--- config.mk ---
export PLATFORM = sky130hd
export DESIGN_NAME = utf8_utf16_codepoint_decoder_unit
export DESIGN_NICKNAME = d
export VERILOG_FILES = /design/src/design/uud_pkg.sv /design/src/design/uud_decode.sv /design/src/design/uud_out_reg.sv /design/src/design/utf8_utf16_codepoint_decoder_unit.sv
export SDC_FILE = /design/constraint.sdc
export NUM_CORES = 1
export LEC_CHECK = 0
export ABC_AREA = 1
export BUFFER_PORTS_ARGS = -buffer_cell sky130_fd_sc_hd__buf_2
export CAP_MARGIN = 20
export CORE_ASPECT_RATIO = 1.75
export CORE_MARGIN = 1
export CORE_UTILIZATION = 60
export CTS_CLUSTER_DIAMETER = 50
export CTS_CLUSTER_SIZE = 12
export DETAILED_ROUTE_END_ITERATION = 6
export GPL_ROUTABILITY_DRIVEN = 0
export PLACE_DENSITY = 0.91
export SYNTH_ARGS = -nofsm -noshare
export SYNTH_HDL_FRONTEND = slang
export SYNTH_SLANG_ARGS = --single-unit
--- constraint.sdc ---
create_clock -name clk -period 5 [get_ports clk]
set_input_delay 1 -clock clk [delete_from_list [all_inputs] [get_ports clk]]
set_output_delay 1 -clock clk [all_outputs]
set_load 0.02 [all_outputs]
--- src/design/uud_pkg.sv ---
// shared types, codes and constants of the utf8/utf16 codepoint decoder
package uud_pkg;

	localparam int DEFAULT_OFFSET_BITS = 16;
	localparam int CHAR_OFFSET_W = 16;
	localparam int CP_W = 21;

	localparam logic [1:0] ENC_ASCII = 2'd0;
	localparam logic [1:0] ENC_UTF8 = 2'd1;
	localparam logic [1:0] ENC_UTF16LE = 2'd2;
	localparam logic [1:0] ENC_UTF16BE = 2'd3;

	localparam logic [2:0] ST_OK = 3'd0;
	localparam logic [2:0] ST_INVALID_UTF8 = 3'd1;
	localparam logic [2:0] ST_INCOMPLETE_UTF8 = 3'd2;
	localparam logic [2:0] ST_OVERLONG = 3'd3;
	localparam logic [2:0] ST_ABOVE_MAX = 3'd4;
	localparam logic [2:0] ST_RANGE_TOO_SMALL = 3'd5;
	localparam logic [2:0] ST_INCOMPLETE_UTF16 = 3'd6;
	localparam logic [2:0] ST_BAD_LOW_SURROGATE = 3'd7;

	localparam logic [1:0] PH_FIRST = 2'd0;
	localparam logic [1:0] PH_SECOND = 2'd1;
	localparam logic [1:0] PH_THIRD = 2'd2;
	localparam logic [1:0] PH_FOURTH = 2'd3;

	localparam logic [CP_W-1:0] MAX_CP = 21'h10FFFF;

	typedef struct packed {
		logic [7:0]  byte_value;
		logic [15:0] bytes_remaining;
	} in_item_t;

	typedef struct packed {
		logic [CP_W-1:0]          codepoint;
		logic [CHAR_OFFSET_W-1:0] char_offset;
		logic [2:0]               char_length;
		logic [2:0]               status;
	} out_item_t;

	typedef struct packed {
		logic [CP_W-1:0] partial_value;
		logic [1:0]      continuation_left;
		logic [1:0]      minimum_class;
		logic [1:0]      byte_phase;
		logic [15:0]     held_word;
	} char_state_t;

	localparam char_state_t CHAR_STATE_CLEAR = '0;

	// smallest value allowed for each utf-8 sequence class
	function automatic logic [CP_W-1:0] min_value(input logic [1:0] cls);
		logic [CP_W-1:0] v;
		unique case (cls)
			2'd0: v = 21'h0;
			2'd1: v = 21'h80;
			2'd2: v = 21'h800;
			default: v = 21'h10000;
		endcase
		return v;
	endfunction

endpackage

--- src/design/uud_decode.sv ---
// single-pass decode of one byte: next character state, offsets and result
module uud_decode import uud_pkg::*; #(
	parameter int OFFSET_BITS = DEFAULT_OFFSET_BITS
) (
	input  logic [1:0]               text_encoding,
	input  in_item_t                 item,
	input  char_state_t              cs,
	input  logic                     discarding,
	input  logic [OFFSET_BITS-1:0]   range_position,
	input  logic [CHAR_OFFSET_W-1:0] char_start,
	output char_state_t              cs_next,
	output logic                     discarding_next,
	output logic [OFFSET_BITS-1:0]   range_position_next,
	output logic [CHAR_OFFSET_W-1:0] char_start_next,
	output logic                     res_valid,
	output out_item_t                res
);

	logic [7:0]               b;
	logic [15:0]              rem;
	logic                     fin;
	logic [15:0]              left;
	logic [CHAR_OFFSET_W-1:0] cur;
	logic [3:0]               cls;
	logic [1:0]               need;
	logic [CP_W-1:0]          acc;
	logic [2:0]               seen;
	logic [15:0]              w;
	logic [CP_W-1:0]          cp;
	logic [2:0]               len;
	logic [2:0]               st;
	logic                     emit;
	logic                     err;
	logic [CHAR_OFFSET_W-1:0] start;
	char_state_t              nxt;

	always_comb begin
		b = item.byte_value;
		rem = item.bytes_remaining;
		fin = rem <= 16'd1;
		left = (rem == 16'd0) ? 16'd0 : rem - 16'd1;
		cur = CHAR_OFFSET_W'(range_position);
		cls = b[6:3];
		if (cls == 4'd14) begin
			need = 2'd3;
		end else if (cls >= 4'd12) begin
			need = 2'd2;
		end else if (cls >= 4'd8) begin
			need = 2'd1;
		end else begin
			need = 2'd0;
		end
		acc = {cs.partial_value[CP_W-7:0], b[5:0]};
		seen = 3'(cs.minimum_class) + 3'd2 - 3'(cs.continuation_left);
		w = (text_encoding == ENC_UTF16BE) ? {cs.partial_value[7:0], b}
			: {b, cs.partial_value[7:0]};

		cp = '0;
		len = 3'd0;
		st = ST_OK;
		emit = 1'b0;
		err = 1'b0;
		start = char_start;
		nxt = cs;

		if (!discarding) begin
			unique case (text_encoding)
				ENC_ASCII: begin
					start = cur;
					cp = {13'd0, b};
					len = 3'd1;
					emit = 1'b1;
				end
				ENC_UTF8: begin
					if (cs.continuation_left == 2'd0) begin
						start = cur;
						if (!b[7]) begin
							cp = {13'd0, b};
							len = 3'd1;
							emit = 1'b1;
						end else if (need == 2'd0) begin
							err = 1'b1;
							st = ST_INVALID_UTF8;
							len = 3'd1;
						end else if (left < {14'd0, need}) begin
							err = 1'b1;
							st = ST_INCOMPLETE_UTF8;
							len = 3'd1;
						end else begin
							unique case (need)
								2'd3: nxt.partial_value = {18'd0, b[2:0]};
								2'd2: nxt.partial_value = {17'd0, b[3:0]};
								default: nxt.partial_value = {16'd0, b[4:0]};
							endcase
							nxt.continuation_left = need;
							nxt.minimum_class = need;
						end
					end else begin
						if (b[7:6] != 2'b10) begin
							err = 1'b1;
							st = ST_INVALID_UTF8;
							len = seen;
						end else begin
							nxt.partial_value = acc;
							nxt.continuation_left = cs.continuation_left - 2'd1;
							if (cs.continuation_left == 2'd1) begin
								len = 3'(cs.minimum_class) + 3'd1;
								if (acc < min_value(cs.minimum_class)) begin
									err = 1'b1;
									st = ST_OVERLONG;
								end else if (acc > MAX_CP) begin
									err = 1'b1;
									st = ST_ABOVE_MAX;
								end else if (acc >= 21'hD800 && acc <= 21'hDFFF) begin
									err = 1'b1;
									st = ST_INVALID_UTF8;
								end else begin
									cp = acc;
									emit = 1'b1;
								end
							end else if (fin) begin
								err = 1'b1;
								st = ST_INCOMPLETE_UTF8;
								len = seen;
							end
						end
					end
					if (emit || err) begin
						nxt.continuation_left = 2'd0;
						nxt.partial_value = '0;
					end
				end
				default: begin
					unique case (cs.byte_phase)
						PH_FIRST: begin
							start = cur;
							if (left == 16'd0) begin
								err = 1'b1;
								st = ST_RANGE_TOO_SMALL;
								len = 3'd1;
							end else begin
								nxt.partial_value = {13'd0, b};
								nxt.byte_phase = PH_SECOND;
							end
						end
						PH_SECOND: begin
							if (w < 16'hD800 || w > 16'hDFFF) begin
								cp = {5'd0, w};
								len = 3'd2;
								emit = 1'b1;
							end else if (w >= 16'hDC00) begin
								err = 1'b1;
								st = ST_BAD_LOW_SURROGATE;
								len = 3'd2;
							end else if (left < 16'd2) begin
								err = 1'b1;
								st = ST_INCOMPLETE_UTF16;
								len = 3'd2;
							end else begin
								nxt.held_word = w;
								nxt.byte_phase = PH_THIRD;
							end
						end
						PH_THIRD: begin
							nxt.partial_value = {13'd0, b};
							nxt.byte_phase = PH_FOURTH;
							if (fin) begin
								err = 1'b1;
								st = ST_INCOMPLETE_UTF16;
								len = 3'd3;
							end
						end
						default: begin
							len = 3'd4;
							if (w < 16'hDC00 || w > 16'hDFFF) begin
								err = 1'b1;
								st = ST_BAD_LOW_SURROGATE;
							end else begin
								cp = 21'h10000 + {1'b0, cs.held_word[9:0], w[9:0]};
								emit = 1'b1;
							end
						end
					endcase
					if (emit || err) begin
						nxt.byte_phase = PH_FIRST;
						nxt.partial_value = '0;
					end
				end
			endcase
		end

		range_position_next = range_position + OFFSET_BITS'(1);
		discarding_next = discarding;
		if (err) begin
			cp = '0;
			if (!fin) begin
				discarding_next = 1'b1;
			end
		end
		if (fin) begin
			range_position_next = '0;
			discarding_next = 1'b0;
			nxt = CHAR_STATE_CLEAR;
		end

		cs_next = nxt;
		char_start_next = start;
		res_valid = emit || err;
		res.codepoint = cp;
		res.char_offset = start;
		res.char_length = len;
		res.status = st;
	end

endmodule

--- src/design/uud_out_reg.sv ---
// result register toward the output channel
module uud_out_reg import uud_pkg::*; (
	input  logic      clk,
	input  logic      arst_n,
	input  logic      load,
	input  out_item_t load_data,
	output logic      free,
	output logic      out_valid,
	input  logic      out_ready,
	output out_item_t out_data
);

	logic      valid_q;
	out_item_t data_q;

	assign free = !valid_q || out_ready;
	assign out_valid = valid_q;
	assign out_data = data_q;

	always_ff @(posedge clk or negedge arst_n) begin
		if (!arst_n) begin
			valid_q <= 1'b0;
		end else if (load) begin
			valid_q <= 1'b1;
		end else if (out_ready) begin
			valid_q <= 1'b0;
		end
	end

	always_ff @(posedge clk) begin
		if (load) begin
			data_q <= load_data;
		end
	end

endmodule

--- src/design/utf8_utf16_codepoint_decoder_unit.sv ---
// top level of the utf8/utf16 codepoint decoder
//
// in channel: one raw byte per request with the count of bytes left in the
// range (1 marks the final byte). out channel: one result per completed
// character or detected error, carrying codepoint, offset, length, status.
// cfg_we/cfg_wdata write the text encoding (ascii, utf-8, utf-16le/be);
// a write also drops any partly received character. write only when idle.
// an accepted byte sits in the input register, where the
// decode logic updates the character state and loads the result register;
// a result is offered from the result register once its completing byte
// has left the input register. throughput is one byte per clock, set by the
// single decode pass, except while a byte waits for the result register.
// bytes that complete nothing leave the input register even while the
// receiver stalls; a byte with a result waits there until the result
// register frees, and in_ready drops only while both are held.
// reset clears both registers, the character state, the range offset and
// the discard flag, and selects ascii.
module utf8_utf16_codepoint_decoder_unit import uud_pkg::*; #(
	parameter int OFFSET_BITS = DEFAULT_OFFSET_BITS
) (
	input  logic       clk,
	input  logic       arst_n,
	input  logic       cfg_we,
	input  logic [1:0] cfg_wdata,
	input  logic       in_valid,
	output logic       in_ready,
	input  in_item_t   in_data,
	output logic       out_valid,
	input  logic       out_ready,
	output out_item_t  out_data
);

	logic                     valid_s1;
	in_item_t                 item_s1;
	logic [1:0]               enc_q;
	char_state_t              cs_q;
	logic                     discarding_q;
	logic [OFFSET_BITS-1:0]   pos_q;
	logic [CHAR_OFFSET_W-1:0] start_q;

	char_state_t              cs_next;
	logic                     discarding_next;
	logic [OFFSET_BITS-1:0]   pos_next;
	logic [CHAR_OFFSET_W-1:0] start_next;
	logic                     res_valid;
	out_item_t                res;
	logic                     out_free;
	logic                     s1_fire;

	uud_decode #(
		.OFFSET_BITS(OFFSET_BITS)
	) u_decode (
		.text_encoding      (enc_q),
		.item               (item_s1),
		.cs                 (cs_q),
		.discarding         (discarding_q),
		.range_position     (pos_q),
		.char_start         (start_q),
		.cs_next            (cs_next),
		.discarding_next    (discarding_next),
		.range_position_next(pos_next),
		.char_start_next    (start_next),
		.res_valid          (res_valid),
		.res                (res)
	);

	uud_out_reg u_out_reg (
		.clk      (clk),
		.arst_n   (arst_n),
		.load     (s1_fire && res_valid),
		.load_data(res),
		.free     (out_free),
		.out_valid(out_valid),
		.out_ready(out_ready),
		.out_data (out_data)
	);

	assign s1_fire = valid_s1 && (!res_valid || out_free);
	assign in_ready = !valid_s1 || s1_fire;

	always_ff @(posedge clk or negedge arst_n) begin
		if (!arst_n) begin
			valid_s1 <= 1'b0;
		end else if (in_ready) begin
			valid_s1 <= in_valid;
		end
	end

	always_ff @(posedge clk) begin
		if (in_ready && in_valid) begin
			item_s1 <= in_data;
		end
	end

	// decoder state
	always_ff @(posedge clk or negedge arst_n) begin
		if (!arst_n) begin
			enc_q <= ENC_ASCII;
			cs_q <= CHAR_STATE_CLEAR;
			discarding_q <= 1'b0;
			pos_q <= '0;
			start_q <= '0;
		end else if (cfg_we) begin
			enc_q <= cfg_wdata;
			cs_q <= CHAR_STATE_CLEAR;
		end else if (s1_fire) begin
			cs_q <= cs_next;
			discarding_q <= discarding_next;
			pos_q <= pos_next;
			start_q <= start_next;
		end
	end

endmodule
==> out/metrics.yaml, run 1 <==
status:
  status: "complete, no violations"
route:
  drt_iter0_markers: 749
  drt_wl_total_um: 19320
  dr.pass1.iters: 7
  ant_nets: 0
  vias: 6938
  top_layer_used: "met4"
  via_per_inst: 5.890
  dr_wl_met2_um: 9952
  routedWlPerCell_um: 16.40
  drt-met1-wl_um: 6281
  wl_met3_um: 1452
  drc: 0
power_and_ir_drop:
  vdd_drop_max_uv: 265.2
  seq_power_share_pct: 42.5
  p_sw_share_pct: 31.56
  p_leak_nw: 4.085
  p_clk_share_pct: 38.0
  p_int_mw: 2.203
  pwr-share-comb_pct: 19.5
  p_per_area_nw_per_um2: 372.4
  power.switching_mw: 1.016
synthesis:
  synthAdderAreaFrac_pct: 2.963
  synth_top_family_by_area: "simple AND/OR/NAND/NOR gates"
  synthCells: 923
  synth_nets: 972
  synth_area_leader_cell: "edfxtp_1"
  synth_area_leaders: "edfxtp_1 26%, dfrtp_1 22%, nand2_1 12%"
  netlist.area_leader.share_pct: 26.47
  ys_seq_area_share_pct: 48.86
  syn_area_per_cell_um2: 8.235
  syn_area_um2: 7601
  yosysWarnings: 0
  synth_xor_area_share_pct: 1.267
  synthSimpleGateAreaFrac_pct: 28.13
  synth_compound_area_share_pct: 10.77
  synthMuxAreaShare_pct: 0
  synth_cell_types: 48
  ys_ff_latch: 135
clock_network:
  cts_max_path_buffers: 2
  htreeDepth: 4
  cts_tree: "yes"
  cts.sinks: 135
  cts_resized: 0
  ctsHoldBuffers: 0
  cts_setup_buffers: 0
  clockRootBuffer: "clkbuf_16"
  numCtsBuffers: 17
  clkLatencyLatePin_ns: 0.42
  clk_pin_slew_ns: 0.06
global_route:
  gr-usage-all-layers_pct: 31.84
  grt_pass1_vias: 6737
  grt_max_degree: 49
  grt_pass1_wl_um: 31140
  antenna_found_initial: 0
  grt_overflow: 0
timing:
  min_period_ns: 4.285
  hold_slack_ns: 0.4705
  max_freq_mhz: 233.4
  fin_crit_sh_pct: 85.69
  setup_violations: 0
  rsz0062_at_grt: "no"
  fin_ws_ns: 0.7154
  worstMarginPinSlew_ns: 0.8903
  fin_skew_ns: 0.008151
  fin_tns_setup_ns: 0
  hold_viol_final: 0
  slew_headroom_pct: 40.02
  final_max_slew_viol_count: 0
job:
  cap_violations: 0
die:
  die_h_um: 150.9
  top_level_ports: 76
  initial_utilization_pct: 61.14
  die_w_um: 87.08
  dieArea_um2: 13140
  core_area_um2: 12430
  rows: 54
critical_path:
  start_kind: "flop"
  critPathMaxFanout: 32
  critPathArrivalTime_ns: 3.28
  critPathKind: "flop to output pin"
  end_kind: "output pin"
  rrSetupSlack_ns: 1.19
  cp.required_ns: 4.00
placed_design:
  place_hpwl_um: 13750
  post_dp_cell_area_um2: 8058
  place_ws_ns: 1.297
  port_buffers: 75
cells_and_area:
  design_area_um2: 8642
  drive_above_1_share_pct: 16.63
  area_growth_pct: 13.70
  diodes: 0
  layout.nets: 1046
worst_hold_path:
  min_path_type: "flop to flop"
[power by group through the flow]
| stage | clock network (mW) | registers, mW | logic, mW |
|---|---|---|---|
| after floorplan | 0 | 1.35 | 0.466 |
| after global placement | 0 | 1.38 | 0.579 |
| after detailed placement | 0 | 1.38 | 0.596 |
| after CTS | 1.23 | 1.36 | 0.610 |
| after global routing | 1.27 | 1.38 | 0.700 |
| final | 1.22 | 1.37 | 0.627 |
[cells in the final DEF (no fill, tap or decap), types with 3 or more instances in the layout]
master / synthesis / routed
nor2_1: 80 / 80
o211ai_1: 3 / 3
nand3_1: 66 / 66
o21ai_0: 69 / 69
nor2_2: 7 / 7
a21oi_1: 20 / 20
buf_4: 1 / 9
nor3_1: 13 / 13
a22oi_1: 6 / 6
nor4_1: 5 / 5
dfrtp_1: 68 / 68
ha_1: 18 / 18
buf_2: 2 / 75
nand4_1: 23 / 23
o21ai_1: 11 / 11
nand3_2: 4 / 4
xor2_1: 9 / 9
clkinv_4: 0 / 3
or2_2: 6 / 6
nand2_2: 15 / 15
a31oi_1: 6 / 6
nand2_4: 3 / 3
inv_1: 109 / 109
clkbuf_16: 0 / 17
o21ai_2: 12 / 12
edfxtp_1: 67 / 67
nand2_1: 250 / 250
o31ai_1: 4 / 4
clkinv_2: 0 / 4
[worst max-delay path, cell delays in order, from the launching register on]
cell     delay (ns)
dfrtp_1        0.59
nand2_2        0.39
o21ai_0        0.38
nand2_1        0.13
nor3_2         0.15
nand2_2        0.16
nor2_8         0.20
nor2_2         0.06
nand2_2        0.09
nand2_2        0.06
nand2_2        0.09
nand2_1        0.09
nand4_2        0.11
nand4_1        0.15
buf_2          0.21
[cell families after synthesis]
| logic type | Yosys count |
|---|---|
| and+or+nand+nor | 478 |
| buffers and inverters | 141 |
| AOI/OAI and AO/OA | 140 |
| DFF | 135 |
| adders and majority gates | 18 |
| xor gates and xnor gates | 11 |
[layout make-up]
type	instances	area [µm²]
Timing Repair Buffer	84	442.9
Tap cell	168	210.2
Clock inverter	12	130.1
Inverter	112	420.4
Fill cell	979	3790
Sequential cell	135	3714
Clock buffer	20	446.7
Multi-Input combinational cell	647	3278
[worst paths after layout]
kind	from	to	cells past startpoint
worst max-delay path	enc_q[1]$_DFFE_PN0P_	in_ready	14
worst min-delay path	start_q[5]$_DFFE_PN0P_	start_q[5]$_DFFE_PN0P_	2
worst max register to register	enc_q[1]$_DFFE_PN0P_	u_out_reg.out_data[26]$_SDFFCE_PP0P_	17
worst min register to register	start_q[5]$_DFFE_PN0P_	start_q[5]$_DFFE_PN0P_	2
max in group asynchronous	arst_n	start_q[0]$_DFFE_PN0P_	2
min in group asynchronous	arst_n	start_q[10]$_DFFE_PN0P_	1
[metal layers]
metal	global-route usage (%)	vias to the layer above
met3	7.139	148
met4	26.67	0
li1	-	3209
met1	31.98	3128
met2	55.00	453
met5	0	-
[cell usage after synthesis (all sizes together)]
cell,instances
o22ai,1
a32o,2
a21boi,1
o32ai,2
nor3,14
buf,12
nor4,5
edfxtp,67
dfrtp,68
o31ai,4
xor2,9
o221ai,1
a22oi,6
ha,18
nand4,24
o211ai,3
nand2,268
a32oi,1
clkinv,1
or2,6
dlygate4sd1,1
clkbuf,16
nor2,90
nand3,70
o21ai,92
a31oi,6
xnor2,2
o311ai,1
and2,1
inv,111
a21oi,20
[sequential cells by signal, indices dropped and copies added (netlist names)]
| signal | cells |
|---|---|
| u_out_reg.out_valid | 1 |
| u_out_reg.out_data | 43 |
| item_s1 | 24 |
| enc_q | 2 |
| pos_q | 16 |
| start_q | 16 |
| cs_q | 31 |
| discarding_q | 1 |
| valid_s1 | 1 |
[through the flow]
stage	std cells	power [mW]	utilization, %
2_1_floorplan	923	1.815	-
3_3_place_gp	1145	1.956	64.81
3_5_place_dp	1145	1.977	64.81
4_1_cts	1177	3.200	69.45
5_1_grt	1178	3.347	69.51
6_report	1178	3.219	69.51
Note: power is estimated with default switching activity, not from simulation.
==> run 2: changes to the inputs <==
BUFFER_PORTS_ARGS = default   (was -buffer_cell sky130_fd_sc_hd__buf_2)
CORE_UTILIZATION = 64   (was 60)
DONT_BUFFER_PORTS = 1   (was default)
PLACE_DENSITY = 0.9   (was 0.91)
==> out/metrics.yaml, run 2 (synthesized netlist as in run 1, its figures left out) <==
global_route:
  grt_pass1_wl_um: 30990  # was 31140 µm
  grt_max_degree: 69  # was 49
  grt_overflow: 0  # unchanged
  gr-usage-all-layers_pct: 32.63  # was 31.84%
  grt_pass1_vias: 6452  # was 6737
  antenna_found_initial: 0  # unchanged
clock_network:
  cts.sinks: 135  # unchanged
  clkLatencyLatePin_ns: 0.43  # was 0.42 ns
  numCtsBuffers: 17  # unchanged
  cts_max_path_buffers: 2  # unchanged
  cts_tree: "yes"  # unchanged
  htreeDepth: 4  # unchanged
  clk_pin_slew_ns: 0.06  # about the same
  clockRootBuffer: "clkbuf_16"  # unchanged
  cts_resized: 0  # unchanged
  cts_setup_buffers: 0  # unchanged
  ctsHoldBuffers: 0  # unchanged
route:
  drt_iter0_markers: 803  # was 749
  dr.pass1.iters: 7  # unchanged
  ant_nets: 0  # unchanged
  routedWlPerCell_um: 17.99  # was 16.40 µm
  vias: 6681  # was 6938
  via_per_inst: 6.261  # was 5.890
  drc: 4  # was 0
  drt_wl_total_um: 19200  # was 19320 µm
power_and_ir_drop:
  p_per_area_nw_per_um2: 405.3  # was 372.4 nW/µm²
  p_leak_nw: 3.748  # was 4.085 nW
  vdd_drop_max_uv: 256.8  # was 265.2 µV
  finalPower_mw: 3.355  # was 3.219 mW
cells_and_area:
  drive_above_1_share_pct: 9.764  # was 16.63%
  layout.nets: 968  # was 1046
  seq_area_um2: 3714  # unchanged
  largest_register_ffs: 43  # unchanged
  layout_common_cells: "250 x nand2_1, 108 x inv_1, 80 x nor2_1"  # was 250 x nand2_1, 109 x inv_1, 80 x nor2_1
  multi_input_area_um2: 3282  # was 3278 µm²
  final_common_cell: "nand2_1"  # unchanged
  design_area_um2: 8278  # was 8642 µm²
  area_growth_pct: 8.905  # was 13.70%
  diodes: 0  # unchanged
  fill_cells: 821  # was 979
die:
  dieArea_um2: 12330  # was 13140 µm²
  initial_utilization_pct: 65.63  # was 61.14%
  top_level_ports: 76  # unchanged
  core_area_um2: 11580  # was 12430 µm²
  rows: 52  # was 54
  die_w_um: 84.38  # was 87.08 µm
  die_h_um: 146.2  # was 150.9 µm
timing:
  fin_crit_sh_pct: 85.08  # was 85.69%
  max_freq_mhz: 235.1  # was 233.4 MHz
  hold_slack_ns: 0.2672  # was 0.4705 ns
  rsz0062_at_grt: "no"  # unchanged
  hold_viol_final: 0  # unchanged
  slew_headroom_pct: 30.74  # was 40.02%
  fin_tns_setup_ns: 0  # unchanged
  fin_ws_ns: 0.7462  # was 0.7154 ns
  setup_violations: 0  # unchanged
  fin_skew_ns: 0.008652  # was 0.008151 ns
  worstMarginPinSlew_ns: 1.039  # was 0.8903 ns
  min_period_ns: 4.254  # was 4.285 ns
  final_max_slew_viol_count: 0  # unchanged
critical_path:
  r2r_start: "enc_q[1]$_DFFE_PN0P_"  # unchanged
  rrSetupSlack_ns: 1.15  # was 1.19 ns
  critPathKind: "flop to output pin"  # unchanged
  critPathArrivalTime_ns: 3.25  # was 3.28 ns
  critPathMaxFanout: 32  # unchanged
  end_kind: "output pin"  # unchanged
  r2r_end: "item_s1[22]$_DFFE_PP_"  # was u_out_reg.out_data[26]$_SDFFCE_PP0P_
  start_kind: "flop"  # unchanged
  reg2regPathDepth: 14  # was 17
  crit_start: "enc_q[1]$_DFFE_PN0P_"  # unchanged
  cp.required_ns: 4.00  # about the same
job:
  cap_violations: 0  # unchanged
status:
  status: "finished with violations"  # was complete, no violations
  violations: "DRC"
placed_design:
  post_dp_cell_area_um2: 7630  # was 8058 µm²
  port_buffers: 0  # was 75
  place_ws_ns: 1.279  # was 1.297 ns
  place_hpwl_um: 13050  # was 13750 µm
worst_hold_path:
  min_path_type: "input pin to async pin"  # was flop to flop
[run 2: power by group]
part           switching [mW]  total [mW]  internal [mW]
sequential              0.110        1.37           1.26
combinational           0.417       0.606          0.190
clock                   0.507        1.38          0.873
[run 2: worst max-delay path by stage]
stage / endpoint / slack, ns / cells past startpoint
floorplan: u_out_reg.out_data[0]$_SDFFCE_PP0P_ / 1.44 / 19
global placement: item_s1[17]$_DFFE_PP_ / 1.39 / 14
detailed placement: item_s1[17]$_DFFE_PP_ / 1.28 / 14
CTS: in_ready / 0.83 / 13
global route: in_ready / 0.56 / 13
finish: in_ready / 0.75 / 13
[run 2: area by class of cell]
cell class	count	share of cell area, %
sequential	135	44.86
clock buffer	20	5.532
timing repair buffer	6	0.5441
tap	135	2.041
multi-input combinational	647	39.65
clock inverter	12	2.297
inverter	112	5.079
[run 2: per-stage QoR]
step	util [%]	instances
3_5_place_dp	65.88	1035
2_1_floorplan	-	923
4_1_cts	71.48	1067
5_1_grt	71.48	1067
6_report	71.48	1067
3_3_place_gp	65.88	1035
[run 2: worst max-delay path, stage by stage, from the launching register on]
cell and delay (ns):
dfrtp_1 0.58, nand2_2 0.39, o21ai_0 0.38, nand2_1 0.13, nor3_2 0.14, nand2_2 0.16, nor2_8 0.21, nor2_2 0.05
nand2_2 0.09, nand2_2 0.06, nand2_2 0.08, nand2_1 0.09, nand4_2 0.13, nand4_1 0.31
[run 2: routing by layer]
layer | track usage [%] | share of wire (%) | vias to the layer above
met5 | 0 | 0 | -
met4 | 25.00 | 7.1 | 0
met3 | 6.105 | 6.6 | 124
met2 | 56.52 | 52 | 418
met1 | 34.76 | 34 | 3085
li1 | - | - | 3054
==> run 3: changes to the inputs <==
ABC_AREA = default   (was 1)
==> out/metrics.yaml, run 3 <==
route:
  routedWlPerCell_um: 24.11  # was 17.99 µm
  drt_wl_total_um: 19940  # was 19200 µm
  drc: 1  # was 4
  ant_nets: 0  # unchanged
  vias: 6192  # was 6681
  dr.pass1.iters: 7  # unchanged
  via_per_inst: 7.487  # was 6.261
  drt_iter0_markers: 964  # was 803
critical_path:
  critPathKind: "flop to output pin"  # unchanged
  cp_slowest_stage_delay_ns: 0.50  # was 0.58 ns
  critPathArrivalTime_ns: 3.83  # was 3.25 ns
  start_kind: "flop"  # unchanged
  cp.required_ns: 4.00  # about the same
  path_buf_inv: 3  # was 0
  critPathMaxFanout: 8  # was 32
  end_kind: "output pin"  # unchanged
  path_cells: "inv_1, ha_1, nor3b_4, nand2_1, nor3_4, nor2_1, ha_1, inv_1, o31a_1, a32oi_4, a21oi_4, o31a_4, nand2_1, buf_4"  # was nand2_2, o21ai_0, nand2_1, nor3_2, nand2_2, nor2_8, nor2_2, nand2_2, nand2_2, nand2_2, nand2_1, nand4_2, nand4_1
  path_delay_family: "compound AO/OA/AOI/OAI gates"  # was simple AND/OR/NAND/NOR gates
  cp_slowest_cell: "edfxtp_1"  # was dfrtp_1
cells_and_area:
  area_growth_pct: 11.06  # was 8.905%
  diodes: 0  # unchanged
  drive_above_1_share_pct: 15.68  # was 9.764%
  layout_common_cells: "68 x dfrtp_1, 67 x edfxtp_1, 55 x nand2_1, 55 x nor2_1, 47 x o21ai_0"  # was 250 x nand2_1, 108 x inv_1, 80 x nor2_1
  largest_register_ffs: 43  # unchanged
  fill_cells: 684  # was 821
  layout.nets: 731  # was 968
  final_common_cell: "dfrtp_1"  # was nand2_1
synthesis:
  synth_common_cells: "68 x dfrtp_1, 67 x edfxtp_1, 55 x nand2_1, 55 x nor2_1, 47 x o21ai_0"  # was 250 x nand2_1, 109 x inv_1, 80 x nor2_1
  syn_area_um2: 7363  # was 7601 µm²
  synth_nets: 732  # was 972
  synthCells: 683  # was 923
  ys_seq_area_share_pct: 50.43  # was 48.86%
  synth-edff-count: 67  # unchanged
  synthMostInstantiatedCell: "dfrtp_1"  # was nand2_1
  ys_ff_latch: 135  # unchanged
  synth_cell_types: 76  # was 48
  yosysWarnings: 0  # unchanged
  synth_area_leader_cell: "edfxtp_1"  # unchanged
  synth_flop_cell: "dfrtp_1"  # unchanged
  syn_area_per_cell_um2: 10.78  # was 8.235 µm²
  synth_area_leaders: "edfxtp_1 27%, dfrtp_1 23%, mux2_2 4.1%"  # was edfxtp_1 26%, dfrtp_1 22%, nand2_1 12%
  netlist.area_leader.share_pct: 27.32  # was 26.47%
  async_flop_share_pct: 50.37  # unchanged
timing:
  fin_tns_setup_ns: 0  # unchanged
  max_freq_mhz: 207.2  # was 235.1 MHz
  hold_viol_final: 0  # unchanged
  fin_crit_sh_pct: 96.53  # was 85.08%
  final_max_slew_viol_count: 0  # unchanged
  fin_skew_ns: 0.007961  # was 0.008652 ns
  worstMarginPinSlew_ns: 0.9729  # was 1.039 ns
  rsz0062_at_grt: "no"  # unchanged
  min_period_ns: 4.827  # was 4.254 ns
  setup_violations: 0  # unchanged
  slew_headroom_pct: 35.00  # was 30.74%
power_and_ir_drop:
  finalPower_mw: 3.373  # was 3.355 mW
  vdd_drop_max_uv: 313.3  # was 256.8 µV
  p_leak_nw: 3.255  # was 3.748 nW
  p_per_area_nw_per_um2: 412.5  # was 405.3 nW/µm²
die:
  rows: 51  # was 52
  dieArea_um2: 11950  # was 12330 µm²
  top_level_ports: 76  # unchanged
  core_area_um2: 11170  # was 11580 µm²
  die_w_um: 83.08  # was 84.38 µm
  initial_utilization_pct: 65.94  # was 65.63%
  die_h_um: 143.9  # was 146.2 µm
global_route:
  grt_max_degree: 69  # unchanged
  gr-usage-all-layers_pct: 35.06  # was 32.63%
  antenna_found_initial: 0  # unchanged
  grt_overflow: 0  # unchanged
  use_met1_pct: 37.76  # was 34.76%
  grt-busiest-layer: "met2"  # unchanged
  grt_pass1_wl_um: 31640  # was 30990 µm
  use_met2_pct: 57.42  # was 56.52%
  grt_pass1_vias: 6126  # was 6452
  grtUsageMet3_pct: 10.63  # was 6.105%
clock_network:
  clk_pin_slew_ns: 0.06  # about the same
  cts.sinks: 135  # unchanged
  cts_tree: "yes"  # unchanged
  numCtsBuffers: 17  # unchanged
  clkLatencyLatePin_ns: 0.43  # about the same
  clockRootBuffer: "clkbuf_16"  # unchanged
  cts_max_path_buffers: 2  # unchanged
  htreeDepth: 4  # unchanged
placed_design:
  place_hpwl_um: 12940  # was 13050 µm
  port_buffers: 0  # unchanged
worst_hold_path:
  min_path_type: "input pin to async pin"  # unchanged
status:
  status: "finished with violations"  # unchanged
  violations: "DRC"  # unchanged
job:
  cap_violations: 0  # unchanged
## run 3: what timing repair did
item | 4_1_cts | 5_1_grt
pin swaps | 1 | 1
gates resized for setup | 3 | 1
setup endpoints to repair | 1 | 1
setup buffers | 1 | 4
hold buffers | 0 | 0
## run 3: layout make-up
class | count | area [µm²] | share of cell area [%]
timing repair buffer | 17 | 127.6 | 1.561
clock inverter | 13 | 219.0 | 2.677
clock buffer | 19 | 432.9 | 5.294
multi-input combinational | 487 | 3430 | 41.94
sequential | 135 | 3714 | 45.41
inverter | 24 | 90.09 | 1.102
tap | 132 | 165.2 | 2.020
## run 3: layer usage
metal / share of wire, % / routed length, µm
met5: 0 / 0
met4: 8.1 / 1622
met3: 9.9 / 1976
met2: 49 / 9770
met1: 33 / 6573
## run 3: final timing paths
kind | from | end | slack, ns | cells past startpoint
max | item_s1[0]$_DFFE_PP_ | in_ready | 0.17 | 14
min | arst_n | cs_q[25]$_DFFE_PN0P_ | 0.27 | 0
max reg2reg | item_s1[0]$_DFFE_PP_ | pos_q[10]$_DFFE_PN0P_ | 0.58 | 16
min reg2reg | cs_q[4]$_DFFE_PN0P_ | cs_q[4]$_DFFE_PN0P_ | 0.50 | 1
max in group asynchronous | arst_n | start_q[15]$_DFFE_PN0P_ | 4.62 | 0
min in group clk | cs_q[4]$_DFFE_PN0P_ | cs_q[4]$_DFFE_PN0P_ | 0.50 | 1
## run 3: worst register-to-register path: stages (launching register included)
cell and delay (ns):
edfxtp_1 0.50, inv_1 0.10, ha_1 0.27, nor3b_4 0.28
nand2_1 0.17, nor3_4 0.26, nor2_1 0.07, ha_1 0.33
inv_1 0.05, o31a_1 0.32, a32oi_4 0.25, a21oi_4 0.12
buf_4 0.16, o31ai_4 0.25, buf_4 0.28, nand3_2 0.29
o41ai_1 0.58
## run 3: per-stage QoR
| stage | worst slack, ns | instance area, µm² | hold slack (ns) | cells | util, % |
|---|---|---|---|---|---|
| floorplan | 0.3726 | 7375 | 0.4391 | 683 | - |
| global placement | 0.4083 | 7467 | 0.4625 | 790 | 66.87 |
| detailed placement | 0.1690 | 7467 | 0.4757 | 790 | 66.87 |
| CTS | 0.1655 | 8142 | 0.2668 | 823 | 72.91 |
| global route | 0.001097 | 8178 | 0.2519 | 827 | 73.23 |
| finish | 0.1733 | 8178 | 0.2678 | 827 | 73.23 |
## run 3: power by group
part	switching, mW	internal (mW)
combinational	0.316	0.187
sequential	0.176	1.30
clock	0.498	0.893
total	0.990	2.38
## run 3: cells by family after synthesis
| family | count (synthesis) | synth area share [%] |
|---|---|---|
| AOI/OAI and AO/OA | 193 | 19.10 |
| xor gates and xnor gates | 3 | 0.3569 |
| adders and majority gates | 18 | 3.059 |
| buffers and inverters | 61 | 3.500 |
| DFF | 135 | 50.43 |
| muxes | 48 | 7.528 |
| and+or+nand+nor | 225 | 16.02 |
